[config.mk]
export PLATFORM = sky130hd
export DESIGN_NAME = grid_map_format_validator_top_flat
export DESIGN_NICKNAME = d
export VERILOG_FILES = /design/src/rtl/gmfv_pkg.sv /design/src/rtl/gmfv_if.sv /design/src/rtl/gmfv_front.sv /design/src/rtl/gmfv_fifo.sv /design/src/rtl/gmfv_back.sv /design/src/rtl/grid_map_format_validator_top.sv /design/src/flat_wrapper.sv
export SDC_FILE = /design/constraint.sdc
export NUM_CORES = 1
export LEC_CHECK = 0
export ABC_AREA = 1
export BUFFER_PORTS_ARGS = -buffer_cell sky130_fd_sc_hd__buf_4
export CORE_MARGIN = 10
export CORE_UTILIZATION = 30
export DETAILED_ROUTE_END_ITERATION = 10
export GPL_TIMING_DRIVEN = 0
export PLACE_DENSITY = 0.42
export SYNTH_ARGS = -nofsm -noshare
export SYNTH_HDL_FRONTEND = slang
export SYNTH_SLANG_ARGS = --single-unit
[constraint.sdc]
create_clock -name clk_i -period 4.6 [get_ports clk_i]
set_input_delay 0.92 -clock clk_i [delete_from_list [all_inputs] [get_ports clk_i]]
set_output_delay 0.92 -clock clk_i [all_outputs]
set_load 0.01 [all_outputs]
[src/rtl/gmfv_pkg.sv]
// ----------------------------------------------------------------------------
// gmfv_pkg
// Shared types and constants for the grid map format validator.
// ----------------------------------------------------------------------------
`default_nettype none

package gmfv_pkg;

  localparam logic [31:0] COUNT_CAP  = 32'd429496728;
  localparam logic [31:0] ALL_ONES   = 32'hFFFF_FFFF;
  localparam logic [7:0]  PRINT_LO   = 8'd32;
  localparam logic [7:0]  PRINT_HI   = 8'd126;
  localparam logic [7:0]  DIGIT_ZERO = 8'd48;
  localparam logic [7:0]  DIGIT_NINE = 8'd57;
  localparam logic [7:0]  NEWLINE    = 8'd10;
  localparam logic [5:0]  HBC_MAX    = 6'd63;
  localparam logic [5:0]  HBC_WINDOW = 6'd3;

  // Item queue between front and back.
  localparam int unsigned QDEPTH = 4;
  localparam int unsigned QAW    = 2;

  typedef enum logic [1:0] {
    PH_HEADER = 2'd0,
    PH_MAP    = 2'd1
  } phase_e;

  typedef enum logic [3:0] {
    ERR_NONE       = 4'd0,
    ERR_HDR_CHAR   = 4'd1,
    ERR_DIGIT      = 4'd2,
    ERR_HDR_VALUE  = 4'd3,
    ERR_MAP_CHAR   = 4'd4,
    ERR_RAGGED     = 4'd5,
    ERR_ROW_TOTAL  = 4'd6,
    ERR_EMPTY_ROW  = 4'd7,
    ERR_TRUNCATED  = 4'd8
  } err_e;

  // Classified item, as queued from front to back.
  typedef struct packed {
    logic [7:0] data;
    logic       eof;
    logic       is_nl;
    logic       is_print;
    logic       is_digit;
  } q_entry_t;

endpackage

`default_nettype wire

[src/rtl/gmfv_if.sv]
// ----------------------------------------------------------------------------
// gmfv_in_if / gmfv_out_if
// Valid/ready channels for file bytes in and verdicts out.
// ----------------------------------------------------------------------------
`default_nettype none

interface gmfv_in_if;
  logic       valid;
  logic       ready;
  logic [7:0] data_byte;
  logic       end_of_file;

  modport source (output valid, output data_byte, output end_of_file, input ready);
  modport sink   (input valid, input data_byte, input end_of_file, output ready);
endinterface

interface gmfv_out_if;
  logic        valid;
  logic        ready;
  logic        valid_res;
  logic [3:0]  error_code;
  logic [31:0] row_count;
  logic [31:0] row_length;
  logic [7:0]  empty_symbol;
  logic [7:0]  obstacle_symbol;
  logic [7:0]  fill_symbol;

  modport source (output valid, output valid_res, output error_code, output row_count,
                  output row_length, output empty_symbol, output obstacle_symbol,
                  output fill_symbol, input ready);
  modport sink   (input valid, input valid_res, input error_code, input row_count,
                  input row_length, input empty_symbol, input obstacle_symbol,
                  input fill_symbol, output ready);
endinterface

`default_nettype wire

[src/rtl/gmfv_front.sv]
// ----------------------------------------------------------------------------
// gmfv_front
// Accept bytes and classify them (newline, printable, digit) for the queue.
// ----------------------------------------------------------------------------
`default_nettype none

module gmfv_front (
  gmfv_in_if.sink            in_i,
  input  wire logic          q_ready_i,
  output gmfv_pkg::q_entry_t q_entry_o,
  output logic               q_push_o
);

  assign in_i.ready = q_ready_i;
  assign q_push_o   = in_i.valid && q_ready_i;

  always_comb begin
    q_entry_o.data     = in_i.data_byte;
    q_entry_o.eof      = in_i.end_of_file;
    q_entry_o.is_nl    = (in_i.data_byte == gmfv_pkg::NEWLINE);
    q_entry_o.is_print = (in_i.data_byte >= gmfv_pkg::PRINT_LO) &&
                         (in_i.data_byte <= gmfv_pkg::PRINT_HI);
    q_entry_o.is_digit = (in_i.data_byte >= gmfv_pkg::DIGIT_ZERO) &&
                         (in_i.data_byte <= gmfv_pkg::DIGIT_NINE);
  end

endmodule

`default_nettype wire

[src/rtl/gmfv_fifo.sv]
// ----------------------------------------------------------------------------
// gmfv_fifo
// Short queue of classified items between front and back.
// ----------------------------------------------------------------------------
`default_nettype none

module gmfv_fifo (
  input  wire logic               clk_i,
  input  wire logic               rst_ni,
  input  wire logic               push_i,
  input  wire gmfv_pkg::q_entry_t push_data_i,
  output logic                    not_full_o,
  input  wire logic               pop_i,
  output gmfv_pkg::q_entry_t      pop_data_o,
  output logic                    not_empty_o
);

  gmfv_pkg::q_entry_t        mem_q [gmfv_pkg::QDEPTH];
  logic [gmfv_pkg::QAW-1:0]  wr_ptr_q, rd_ptr_q;
  logic [gmfv_pkg::QAW:0]    cnt_q, cnt_d;

  assign not_full_o  = (cnt_q != (gmfv_pkg::QAW+1)'(gmfv_pkg::QDEPTH));
  assign not_empty_o = (cnt_q != '0);
  assign pop_data_o  = mem_q[rd_ptr_q];

  always_comb begin
    cnt_d = cnt_q;
    if (push_i && !pop_i) begin
      cnt_d = cnt_q + 1'b1;
    end else if (pop_i && !push_i) begin
      cnt_d = cnt_q - 1'b1;
    end
  end

  always_ff @(posedge clk_i or negedge rst_ni) begin
    if (!rst_ni) begin
      wr_ptr_q <= '0;
      rd_ptr_q <= '0;
      cnt_q    <= '0;
    end else begin
      if (push_i) wr_ptr_q <= wr_ptr_q + 1'b1;
      if (pop_i)  rd_ptr_q <= rd_ptr_q + 1'b1;
      cnt_q <= cnt_d;
    end
  end

  always_ff @(posedge clk_i) begin
    if (push_i) begin
      mem_q[wr_ptr_q] <= push_data_i;
    end
  end

endmodule

`default_nettype wire

[src/rtl/gmfv_back.sv]
// ----------------------------------------------------------------------------
// gmfv_back
// Apply queued items to the parse state; register the verdict at end of file.
// ----------------------------------------------------------------------------
`default_nettype none

module gmfv_back (
  input  wire logic               clk_i,
  input  wire logic               rst_ni,
  input  wire logic               q_valid_i,
  input  wire gmfv_pkg::q_entry_t q_entry_i,
  output logic                    q_pop_o,
  gmfv_out_if.source              out_o
);

  gmfv_pkg::phase_e phase_q, phase_d;
  gmfv_pkg::err_e   err_q, err_d;
  logic [23:0] hist_q, hist_d;
  logic [2:0]  hdig_q, hdig_d;
  logic [5:0]  hbc_q, hbc_d;
  logic [31:0] cnt_q, cnt_d;
  logic [23:0] sym_q, sym_d;
  logic [31:0] first_q, first_d;
  logic [31:0] cur_q, cur_d;
  logic [31:0] rows_q, rows_d;

  // Output register.
  logic        res_valid_q;
  logic        res_ok_q;
  logic [3:0]  res_err_q;
  logic [31:0] res_cnt_q, res_len_q;
  logic [23:0] res_sym_q;

  logic stall, emit;

  // Only a closing item needs the output register; other items keep flowing.
  assign stall   = res_valid_q && !out_o.ready && q_entry_i.eof;
  assign q_pop_o = q_valid_i && !stall;
  assign emit    = q_pop_o && q_entry_i.eof;

  assign out_o.valid           = res_valid_q;
  assign out_o.valid_res       = res_ok_q;
  assign out_o.error_code      = res_err_q;
  assign out_o.row_count       = res_cnt_q;
  assign out_o.row_length      = res_len_q;
  assign out_o.empty_symbol    = res_sym_q[7:0];
  assign out_o.obstacle_symbol = res_sym_q[15:8];
  assign out_o.fill_symbol     = res_sym_q[23:16];

  // Row close, evaluated on the current state.
  gmfv_pkg::err_e close_err;
  logic [31:0]    close_first, close_rows;
  logic [31:0]    cnt_x10;
  logic [7:0]     e_sym, o_sym, f_sym;
  logic [3:0]     lead;

  always_comb begin
    close_err   = gmfv_pkg::ERR_NONE;
    close_first = first_q;
    close_rows  = rows_q;
    if (cur_q == '0) begin
      close_err = gmfv_pkg::ERR_EMPTY_ROW;
    end else if (rows_q != '0 && cur_q != first_q) begin
      close_err = gmfv_pkg::ERR_RAGGED;
    end else begin
      if (rows_q == '0) close_first = cur_q;
      if (rows_q != gmfv_pkg::ALL_ONES) close_rows = rows_q + 32'd1;
    end
  end

  always_comb begin
    e_sym   = hist_q[23:16];
    o_sym   = hist_q[15:8];
    f_sym   = hist_q[7:0];
    // Digits '0'..'9' carry their value in the low nibble.
    lead    = hist_q[19:16];
    cnt_x10 = {cnt_q[28:0], 3'b000} + {cnt_q[30:0], 1'b0} + {28'd0, lead};

    phase_d = phase_q;
    err_d   = err_q;
    hist_d  = hist_q;
    hdig_d  = hdig_q;
    hbc_d   = hbc_q;
    cnt_d   = cnt_q;
    sym_d   = sym_q;
    first_d = first_q;
    cur_d   = cur_q;
    rows_d  = rows_q;

    if (q_pop_o) begin
      if (q_entry_i.eof) begin
        // Final checks land in the output register; state restarts.
        phase_d = gmfv_pkg::PH_HEADER;
        err_d   = gmfv_pkg::ERR_NONE;
        hist_d  = '0;
        hdig_d  = '0;
        hbc_d   = '0;
        cnt_d   = '0;
        sym_d   = '0;
        first_d = '0;
        cur_d   = '0;
        rows_d  = '0;
      end else if (err_q == gmfv_pkg::ERR_NONE) begin
        if (phase_q == gmfv_pkg::PH_HEADER) begin
          if (q_entry_i.is_nl) begin
            if (hbc_q < gmfv_pkg::HBC_WINDOW) begin
              err_d = gmfv_pkg::ERR_TRUNCATED;
            end else if (cnt_q == '0 || e_sym == o_sym || e_sym == f_sym ||
                         o_sym == f_sym) begin
              err_d = gmfv_pkg::ERR_HDR_VALUE;
            end else begin
              sym_d   = {f_sym, o_sym, e_sym};
              phase_d = gmfv_pkg::PH_MAP;
            end
          end else if (!q_entry_i.is_print) begin
            err_d = gmfv_pkg::ERR_HDR_CHAR;
          end else if (hbc_q >= gmfv_pkg::HBC_WINDOW &&
                       (!hdig_q[2] || cnt_q >= gmfv_pkg::COUNT_CAP)) begin
            err_d = gmfv_pkg::ERR_DIGIT;
          end else begin
            if (hbc_q >= gmfv_pkg::HBC_WINDOW) cnt_d = cnt_x10;
            hist_d = {hist_q[15:0], q_entry_i.data};
            hdig_d = {hdig_q[1:0], q_entry_i.is_digit};
            if (hbc_q != gmfv_pkg::HBC_MAX) hbc_d = hbc_q + 6'd1;
          end
        end else begin
          if (q_entry_i.is_nl) begin
            if (close_err != gmfv_pkg::ERR_NONE) begin
              err_d = close_err;
            end else begin
              first_d = close_first;
              rows_d  = close_rows;
              cur_d   = '0;
            end
          end else if (q_entry_i.data != sym_q[7:0] && q_entry_i.data != sym_q[15:8]) begin
            err_d = gmfv_pkg::ERR_MAP_CHAR;
          end else if (rows_q != '0 && cur_q == first_q) begin
            err_d = gmfv_pkg::ERR_RAGGED;
          end else if (cur_q != gmfv_pkg::ALL_ONES) begin
            cur_d = cur_q + 32'd1;
          end
        end
      end
    end
  end

  // Verdict for an end-of-file item.
  gmfv_pkg::err_e fin_err;
  logic [31:0]    fin_first, fin_rows;

  always_comb begin
    fin_err   = err_q;
    fin_first = first_q;
    fin_rows  = rows_q;
    if (err_q == gmfv_pkg::ERR_NONE) begin
      if (phase_q == gmfv_pkg::PH_HEADER) begin
        fin_err = gmfv_pkg::ERR_TRUNCATED;
      end else begin
        if (cur_q != '0 || rows_q == '0) begin
          fin_err   = close_err;
          if (close_err == gmfv_pkg::ERR_NONE) begin
            fin_first = close_first;
            fin_rows  = close_rows;
          end
        end
        if (fin_err == gmfv_pkg::ERR_NONE && fin_rows != cnt_q) begin
          fin_err = gmfv_pkg::ERR_ROW_TOTAL;
        end
      end
    end
  end

  always_ff @(posedge clk_i or negedge rst_ni) begin
    if (!rst_ni) begin
      phase_q     <= gmfv_pkg::PH_HEADER;
      err_q       <= gmfv_pkg::ERR_NONE;
      hist_q      <= '0;
      hdig_q      <= '0;
      hbc_q       <= '0;
      cnt_q       <= '0;
      sym_q       <= '0;
      first_q     <= '0;
      cur_q       <= '0;
      rows_q      <= '0;
      res_valid_q <= 1'b0;
    end else begin
      phase_q <= phase_d;
      err_q   <= err_d;
      hist_q  <= hist_d;
      hdig_q  <= hdig_d;
      hbc_q   <= hbc_d;
      cnt_q   <= cnt_d;
      sym_q   <= sym_d;
      first_q <= first_d;
      cur_q   <= cur_d;
      rows_q  <= rows_d;
      if (emit) begin
        res_valid_q <= 1'b1;
      end else if (out_o.ready) begin
        res_valid_q <= 1'b0;
      end
    end
  end

  always_ff @(posedge clk_i) begin
    if (emit) begin
      res_ok_q  <= (fin_err == gmfv_pkg::ERR_NONE);
      res_err_q <= fin_err;
      res_cnt_q <= cnt_q;
      res_len_q <= fin_first;
      res_sym_q <= sym_q;
    end
  end

endmodule

`default_nettype wire

[src/rtl/grid_map_format_validator_top.sv]
// ----------------------------------------------------------------------------
// grid_map_format_validator_top
// Streaming checker for text grid map files, one byte per item.
// ----------------------------------------------------------------------------
// Feed the file one byte per item on in_i; set end_of_file on a closing item
// (its byte is ignored) to get one verdict on out_o with the error code, the
// header row count, the first row length and the three header symbols; the
// parse state then restarts for the next file. The block takes one item per
// cycle while the queue has room: a front stage classifies each byte
// (newline, printable, digit) and pushes it into a four-entry queue, and the
// back end applies one item per cycle to the parse state unless stalled, its
// longest path being the multiply-by-ten and add of the header count. The
// verdict sits in an output register in the cycle after the closing item
// leaves the queue; while it waits to be taken, only a further closing item
// stalls the back end, and the queue absorbs up to four bytes before
// in_i.ready drops. Errors are sticky: after the first one, bytes are
// dropped until end of file, and the fields report the state at that error.
// ----------------------------------------------------------------------------
`default_nettype none

module grid_map_format_validator_top (
  input  wire logic   clk_i,
  input  wire logic   rst_ni,
  gmfv_in_if.sink     in_i,
  gmfv_out_if.source  out_o
);

  gmfv_pkg::q_entry_t push_entry, pop_entry;
  logic               push, pop, not_full, not_empty;

  // Classify and accept bytes.
  gmfv_front u_front (
    .in_i      (in_i),
    .q_ready_i (not_full),
    .q_entry_o (push_entry),
    .q_push_o  (push)
  );

  // Decouple the front from back-end stalls.
  gmfv_fifo u_fifo (
    .clk_i       (clk_i),
    .rst_ni      (rst_ni),
    .push_i      (push),
    .push_data_i (push_entry),
    .not_full_o  (not_full),
    .pop_i       (pop),
    .pop_data_o  (pop_entry),
    .not_empty_o (not_empty)
  );

  // Parse state and verdict register.
  gmfv_back u_back (
    .clk_i     (clk_i),
    .rst_ni    (rst_ni),
    .q_valid_i (not_empty),
    .q_entry_i (pop_entry),
    .q_pop_o   (pop),
    .out_o     (out_o)
  );

endmodule

`default_nettype wire
[src/flat_wrapper.sv]
// flat-port wrapper written by rule: the top's interface ports become plain ports
module grid_map_format_validator_top_flat 
  (clk_i, rst_ni, in_i_valid, in_i_data_byte, in_i_end_of_file, in_i_ready, out_o_valid, out_o_valid_res, out_o_error_code, out_o_row_count, out_o_row_length, out_o_empty_symbol, out_o_obstacle_symbol, out_o_fill_symbol, out_o_ready);
  gmfv_in_if in_i_i ();
  gmfv_out_if out_o_i ();
  input  wire logic clk_i;
  input  wire logic rst_ni;
  input wire logic [$bits(in_i_i.valid)-1:0] in_i_valid;
  input wire logic [$bits(in_i_i.data_byte)-1:0] in_i_data_byte;
  input wire logic [$bits(in_i_i.end_of_file)-1:0] in_i_end_of_file;
  output wire logic [$bits(in_i_i.ready)-1:0] in_i_ready;
  output wire logic [$bits(out_o_i.valid)-1:0] out_o_valid;
  output wire logic [$bits(out_o_i.valid_res)-1:0] out_o_valid_res;
  output wire logic [$bits(out_o_i.error_code)-1:0] out_o_error_code;
  output wire logic [$bits(out_o_i.row_count)-1:0] out_o_row_count;
  output wire logic [$bits(out_o_i.row_length)-1:0] out_o_row_length;
  output wire logic [$bits(out_o_i.empty_symbol)-1:0] out_o_empty_symbol;
  output wire logic [$bits(out_o_i.obstacle_symbol)-1:0] out_o_obstacle_symbol;
  output wire logic [$bits(out_o_i.fill_symbol)-1:0] out_o_fill_symbol;
  input wire logic [$bits(out_o_i.ready)-1:0] out_o_ready;
  assign in_i_i.valid = in_i_valid;
  assign in_i_i.data_byte = in_i_data_byte;
  assign in_i_i.end_of_file = in_i_end_of_file;
  assign in_i_ready = in_i_i.ready;
  assign out_o_valid = out_o_i.valid;
  assign out_o_valid_res = out_o_i.valid_res;
  assign out_o_error_code = out_o_i.error_code;
  assign out_o_row_count = out_o_i.row_count;
  assign out_o_row_length = out_o_i.row_length;
  assign out_o_empty_symbol = out_o_i.empty_symbol;
  assign out_o_obstacle_symbol = out_o_i.obstacle_symbol;
  assign out_o_fill_symbol = out_o_i.fill_symbol;
  assign out_o_i.ready = out_o_ready;
  grid_map_format_validator_top u_core (.clk_i(clk_i), .rst_ni(rst_ni), .in_i(in_i_i), .out_o(out_o_i));
endmodule
Word level (Yosys, flattened, before mapping)
Memories as Yosys holds them, arrays and structs flattened.
Index checks and enable logic that the tools add are counted.
- register bits after elaboration: 292
- bits in writable memories: 48
- input port bits: 13
- output and inout bits: 95
- word-level logic and storage cells: 210
- memories kept: 1
- memories (memory ; words ; bits a word ; rd ports ; clocked after Yosys merged registers in ; write ports ; RTL line ; RTL):
    u_core.u_fifo.mem_q ; 4 ; 12 ; 1 ; 0 ; 1 ; gmfv_fifo.sv:18 ; gmfv_pkg::q_entry_t mem_q [gmfv_pkg::QDEPTH];
- add/sub/neg operators: 9
- order comparisons: 7
- eq/ne operators: 25
- mux-type cells: 96
- reduce and logical (&&, ||, !) cells: 53
- operator list (kind ; number):
    two-way mux 32 bit ; 39
    two-way mux 24 bit ; 12
    zero test 32 bit ; 3
    two-way mux 4 bit ; 18
    adder 32 x 1 -> 32 bit (second input constant) ; 2
    inequality test 32 bit ; 2
    inequality test 32 bit (second input constant) ; 2
    nonzero test 32 bit ; 2
    two-way mux 6 bit ; 7
    adder 32 bit ; 1
    adder 32 x 4 -> 32 bit ; 1
    == test 32 bit ; 1
    >= comparator 32 x 29 -> 1 bit (second input constant) ; 1
    two-way mux 3 bit ; 10
    == test 8 bit ; 3
    AND reduction 7 bit ; 3
    AND reduction 6 bit ; 3
    >= comparator 8 x 6 -> 1 bit (second input constant) ; 2
    zero test 4 bit ; 4
    inequality test 8 bit ; 2
    nonzero test 2 bit ; 8
    logical AND 1 bit ; 14
    two-way mux 2 bit ; 6
    inequality test 2 bit (second input constant) ; 6
    other kinds (23) ; 38

Depth between registers and ports, before layout
- word-level depth: 15
- gate-level depth with buffers: 25
- gate-level depth less buffers: 23

Modules after synthesis
From an unflattened synthesis, not the netlist that was laid out.
- cells, all modules: 2377
- area, all modules: 19640.1 um2
- by module, submodules not included (module ; times used ; cells each ; area an instance (um2) ; seq. area each (um2)):
    gmfv_back ; 1 ; 2158 ; 17123.9 ; 7572.3
    gmfv_fifo ; 1 ; 189 ; 2352.3 ; 1616.6
    gmfv_front ; 1 ; 30 ; 163.9 ; 0.0

Least setup slack after synthesis
OpenSTA, ideal clock, no wires.
- path kind: input to register
- start: in out_o_ready
- end: reg u_core.u_back.res_err_q[0] (netlist: u_core.u_back.out_o.error_code[0]) (enable)
- setup time: 0.448 ns
- arrival: 3.090 ns
- data required time: 4.152 ns
- setup slack: 1.062 ns
- cell stages on the path: 6
- buffers on the path: 0
- path through: nor2_1 > nand2_1 > nand2_2 > inv_1 > nand2_1 > inv_1
- word-level cells in the longest chain between the ends: 6
- RTL lines (item ; RTL line ; RTL):
    from (decl) ; flat_wrapper.sv:20 ; input wire logic [$bits(out_o_i.ready)-1:0] out_o_ready;
    zero test 1 bit ; gmfv_back.sv:37 ; assign stall = res_valid_q && !out_o.ready && q_entry_i.eof;
    logical AND 1 bit (2 in a row) ; gmfv_back.sv:37 ;
    zero test 1 bit ; gmfv_back.sv:38 ; assign q_pop_o = q_valid_i && !stall;
    logical AND 1 bit ; gmfv_back.sv:38 ;
    logical AND 1 bit ; gmfv_back.sv:39 ; assign emit = q_pop_o && q_entry_i.eof;
    via u_core.u_back.emit ; gmfv_back.sv:34 ; logic stall, emit;
    to (signal assigned) ; gmfv_back.sv:208 ; res_err_q <= fin_err;
    to (decl) ; gmfv_back.sv:30 ; logic [3:0] res_err_q;
The timed path passes the listed nets, and every way through them passes these cells.
A chain may end at the register's enable or synchronous reset.

Final worst setup path
- start: reg u_core.u_back.rows_q[0]
- end: reg u_core.u_back.res_len_q[23] (netlist: u_core.u_back.out_o.row_length[23]), data pin
- word-level cells in the longest chain between the ends: 9
- RTL lines (item ; RTL line ; RTL):
    from (decl) ; gmfv_back.sv:25 ; logic [31:0] rows_q, rows_d;
    from (signal assigned) ; gmfv_back.sv:196 ; rows_q <= rows_d;
    nonzero test 32 bit ; gmfv_back.sv:63 ; end else if (rows_q != '0 && cur_q != first_q) begin
    logical AND 1 bit ; gmfv_back.sv:63 ;
    two-way mux 3 bit ; gmfv_back.sv:63 ;
    two-way mux 3 bit ; gmfv_back.sv:61 ; if (cur_q == '0) begin
    zero test 4 bit ; gmfv_back.sv:161 ; if (close_err == gmfv_pkg::ERR_NONE) begin
    two-way mux 32 bit ; gmfv_back.sv:161 ;
    two-way mux 32 bit (*) ; gmfv_back.sv:159 ; if (cur_q != '0 || rows_q == '0) begin
    two-way mux 32 bit (*) ; gmfv_back.sv:156 ; if (phase_q == gmfv_pkg::PH_HEADER) begin
    two-way mux 32 bit (*) ; gmfv_back.sv:155 ; if (err_q == gmfv_pkg::ERR_NONE) begin
    via u_core.u_back.fin_first[23] ; gmfv_back.sv:149 ; logic [31:0] fin_first, fin_rows;
    to (signal assigned) ; gmfv_back.sv:210 ; res_len_q <= fin_first;
    to (decl) ; gmfv_back.sv:31 ; logic [31:0] res_cnt_q, res_len_q;
The timed path passes the listed nets; every way through them passes the cells marked *.

==> results.json <==
{
  "slew_viol_final": 0,
  "worst_pin_slew_ns": 1.41,
  "mostFrequentLayoutCells": "572 x nand2_1, 238 x inv_1, 205 x nor2_1",
  "cellLeakagePower_nw": 10.1,
  "n_fill_cell": 6681,
  "cts_hold_buf": 0,
  "maxUsedRoutingLayer": "met5",
  "p_sw_mw": 9.49,
  "syn2layout_area_growth_pct": 17.9,
  "gp_congestion": 0.911,
  "cap_violations": 0,
  "vdd_ir_drop_max_uv": 481,
  "cts_htree_levels": 2,
  "drive_above_1_share_pct": 12.4,
  "tritoncts": "built",
  "die_h_um": 276,
  "crit_required_ns": 4.92,
  "worstSkewPairLatency_ns": 0.61,
  "hp-class": "primary input to async pin",
  "synth_nets": 2423,
  "path_class": "flip-flop to flip-flop",
  "cts.sinks": 339,
  "grt_pass1_vias": 16900,
  "detail-route-antenna-nets": 0,
  "syn_inst": 2339,
  "status": "finished clean",
  "crit_path_max_fanout": 10,
  "post-cts-setup-buffers": 0,
  "placed_area_sq_mm": 0.0215,
  "comb_power_share_pct": 53.3,
  "final_area_sq_mm": 0.0231,
  "arrival_ns": 4.47,
  "cts_resized": 0,
  "avgSynthCellArea_sq_um": 8.37,
  "n_antenna_cell": 0,
  "routedWlPerCell_um": 18.8,
  "start_kind": "flip-flop",
  "ys_seq_area_share_pct": 46.9,
  "cts_buffers": 44,
  "core_area_sq_mm": 0.0646,
  "wl_met2_mm": 29.4,
  "min_period_ns": 4.16,
  "hold_slack_ns": 0.329,
  "slew_headroom_pct": 5.42,
  "synth.cell_area_sq_mm": 0.0196,
  "wl_met1_mm": 29.6,
  "p_total_mw": 19.0,
  "drt_iter0_markers": 1191,
  "wl_met3_mm": 3.15,
  "synth_edf_count": 141,
  "reg2reg_to": "u_core.u_back.out_o.row_length[23]$_DFFE_PP_",
  "first_pass_iters": 5,
  "swShare_pct": 49.9,
  "async_reset_ff_share_pct": 58.4,
  "grt_util_all_layers_pct": 16.8,
  "fin_setup_tns_ns": 0,
  "grt_setup_unrepaired": "no",
  "synth_cell_type_count": 63,
  "ys_ff_latch": 339,
  "yosys_warnings": 0,
  "start_util_pct": 30.3,
  "seqPwrFrac_pct": 27.4,
  "r2r_cells": 11,
  "r2r-start": "u_core.u_back.rows_q[0]$_DFFE_PN0P_",
  "final_common_cell": "nand2_1",
  "route.detailed.drc": 0,
  "nNetsFinal": 2579,
  "finalHoldViolCount": 0,
  "skew_ns": 0.0377,
  "die_w_um": 276,
  "cts.clk_slew.worst_paths_ns": 0.07,
  "powerDensity_mw_per_mm2": 824,
  "power.share.clock_pct": 19.3,
  "port_buffers": 107,
  "top_level_ports": 108,
  "antenna_found_initial": 1,
  "p_int_mw": 9.53,
  "fmax_ghz": 0.240,
  "end_kind": "flip-flop",
  "setup_viol": 0,
  "dieArea_sq_mm": 0.0759,
  "viasPerCell": 4.93,
  "cts_root_buffer": "clkbuf_16",
  "std_cell_rows": 93,
  "ys.flop_type": "dfrtp_1",
  "dp_hpwl_mm": 47.6,
  "rrSetupSlack_ns": 0.44,
  "grt_start_max_net_pins": 104,
  "post-route-period-util_pct": 90.4,
  "cts_buffer_depth": 3,
  "vias": 16700,
  "grt_first_pass_wirelength_mm": 100,
  "wl_mm": 63.8,
  "overflow": 0
}
state kept, by name (all words and copies together) (netlist names):
register                        count
u_core.u_back.cnt_q                32
u_core.u_back.cur_q                32
u_core.u_back.err_q                 4
u_core.u_back.first_q              32
u_core.u_back.hbc_q                 6
u_core.u_back.hdig_q                3
u_core.u_back.hist_q               24
u_core.u_back.out_o.error_code      4
u_core.u_back.out_o.row_count      32
u_core.u_back.out_o.row_length     32
u_core.u_back.out_o.valid           1
u_core.u_back.out_o.valid_res       1
u_core.u_back.phase_q               1
u_core.u_back.res_sym_q            24
u_core.u_back.rows_q               32
u_core.u_back.sym_q                24
u_core.u_fifo.cnt_q                 3
u_core.u_fifo.mem_q                48
u_core.u_fifo.rd_ptr_q              2
u_core.u_fifo.wr_ptr_q              2
worst max path at each step:
stage,start,to,slack [ns],cells past startpoint
3_5_place_dp,u_core.u_back.rows_q[0]$_DFFE_PN0P_,u_core.u_back.out_o.row_length[12]$_DFFE_PP_,0.52,11
6_report,u_core.u_back.rows_q[0]$_DFFE_PN0P_,u_core.u_back.out_o.row_length[23]$_DFFE_PP_,0.44,11
5_1_grt,u_core.u_back.rows_q[0]$_DFFE_PN0P_,u_core.u_back.out_o.row_length[29]$_DFFE_PP_,0.23,11
4_1_cts,u_core.u_back.rows_q[0]$_DFFE_PN0P_,u_core.u_back.out_o.row_length[28]$_DFFE_PP_,0.52,11
2_1_floorplan,out_o_ready,u_core.u_back.out_o.error_code[0]$_DFFE_PP_,1.06,6
3_3_place_gp,out_o_ready,u_core.u_back.out_o.row_length[19]$_DFFE_PP_,-0.60,7
cell usage after synthesis, types with 2 or more instances:
| master | instances | area (sq um) |
|---|---|---|
| nand4_1 | 66 | 413 |
| o22ai_1 | 52 | 325 |
| nor4_2 | 3 | 37.5 |
| buf_2 | 44 | 220 |
| o31ai_1 | 12 | 90.1 |
| xor2_1 | 52 | 455 |
| nor3_1 | 36 | 180 |
| nand2_2 | 9 | 56.3 |
| nand3_1 | 136 | 681 |
| o21ai_0 | 101 | 505 |
| nor3_2 | 6 | 60.1 |
| ha_1 | 68 | 851 |
| nor4_1 | 29 | 181 |
| nand4_4 | 2 | 42.5 |
| o22a_1 | 3 | 26.3 |
| nor2_4 | 3 | 33.8 |
| nand3_2 | 2 | 20.0 |
| mux2i_1 | 38 | 380 |
| clkbuf_1 | 23 | 86.3 |
| a21oi_2 | 2 | 17.5 |
| and2_1 | 3 | 18.8 |
| clkinv_1 | 3 | 11.3 |
| fa_1 | 3 | 60.1 |
| nor2_2 | 9 | 56.3 |
| or2_2 | 5 | 31.3 |
| a22o_1 | 2 | 17.5 |
| xnor3_1 | 2 | 45.0 |
| edfxtp_1 | 141 | 4230 |
| o21a_1 | 2 | 15.0 |
| o211a_1 | 2 | 20.0 |
| nor2_1 | 205 | 769 |
| inv_2 | 21 | 78.8 |
| a211oi_1 | 3 | 22.5 |
| o21bai_1 | 2 | 15.0 |
| dfrtp_1 | 198 | 4950 |
| o21ai_1 | 62 | 310 |
| a31oi_1 | 5 | 31.3 |
| buf_6 | 6 | 67.6 |
| o211ai_1 | 4 | 30.0 |
| nand2_1 | 572 | 2150 |
| a21oi_1 | 85 | 425 |
| xnor2_1 | 41 | 359 |
| buf_4 | 8 | 60.1 |
| nand3b_1 | 11 | 82.6 |
| inv_1 | 239 | 897 |
area by class of cell:
type | count | area, sq um | area share [%]
flip-flops and latches | 339 | 9190 | 39.8
multi-input cells | 1655 | 8970 | 38.9
clock buffers | 53 | 1180 | 5.13
well taps | 855 | 1070 | 4.63
inverters | 264 | 995 | 4.31
repair buffers | 110 | 873 | 3.78
plain buffers | 81 | 434 | 1.88
clock inverters | 29 | 368 | 1.59
logic make-up after synthesis:
group,after synthesis,share of synthesized area [%]
compound gates,346,9.86
xor+xnor,95,4.39
mux,38,1.94
buf+inv,345,7.28
simple gates,1105,25.0
flops,339,46.9
fa+ha+maj,71,4.65
through the flow:
step | util, % | setup WS [ns] | std cells
after floorplan | - | 1.06 | 2339
after global placement | 33.2 | -0.597 | 3301
after detailed placement | 33.3 | 0.519 | 3303
after CTS | 35.7 | 0.521 | 3385
after global routing | 35.7 | 0.229 | 3386
final | 35.7 | 0.442 | 3386
layer usage:
metal | GRT usage [%] | up-vias
met5 | 0 | -
met4 | 4.89 | 2
met3 | 2.99 | 92
met2 | 27.2 | 367
met1 | 22.8 | 8020
li1 | - | 8223
critical path, cell delays in order (launching register included):
cell and delay [ns]:
dfrtp_1 0.42, inv_1 0.11, ha_1 0.16, inv_1 0.06, nor4_1 0.28, nand4_1 0.18, nor4_1 1.10, nand2_1 0.46
buf_2 0.41, clkbuf_1 0.30, a21oi_1 0.28, mux2i_1 0.12
power by group through the flow:
| stage | registers [mW] | logic (mW) | clock network, mW |
|---|---|---|---|
| floorplan | 5.22 | 6.15 | 0 |
| global placement | 5.26 | 10.2 | 0 |
| detailed placement | 5.25 | 10.3 | 0 |
| CTS | 5.21 | 10.3 | 3.78 |
| global route | 5.34 | 11.2 | 3.92 |
| finish | 5.21 | 10.1 | 3.67 |
No activity file was read; power rests on OpenSTA's default activity.
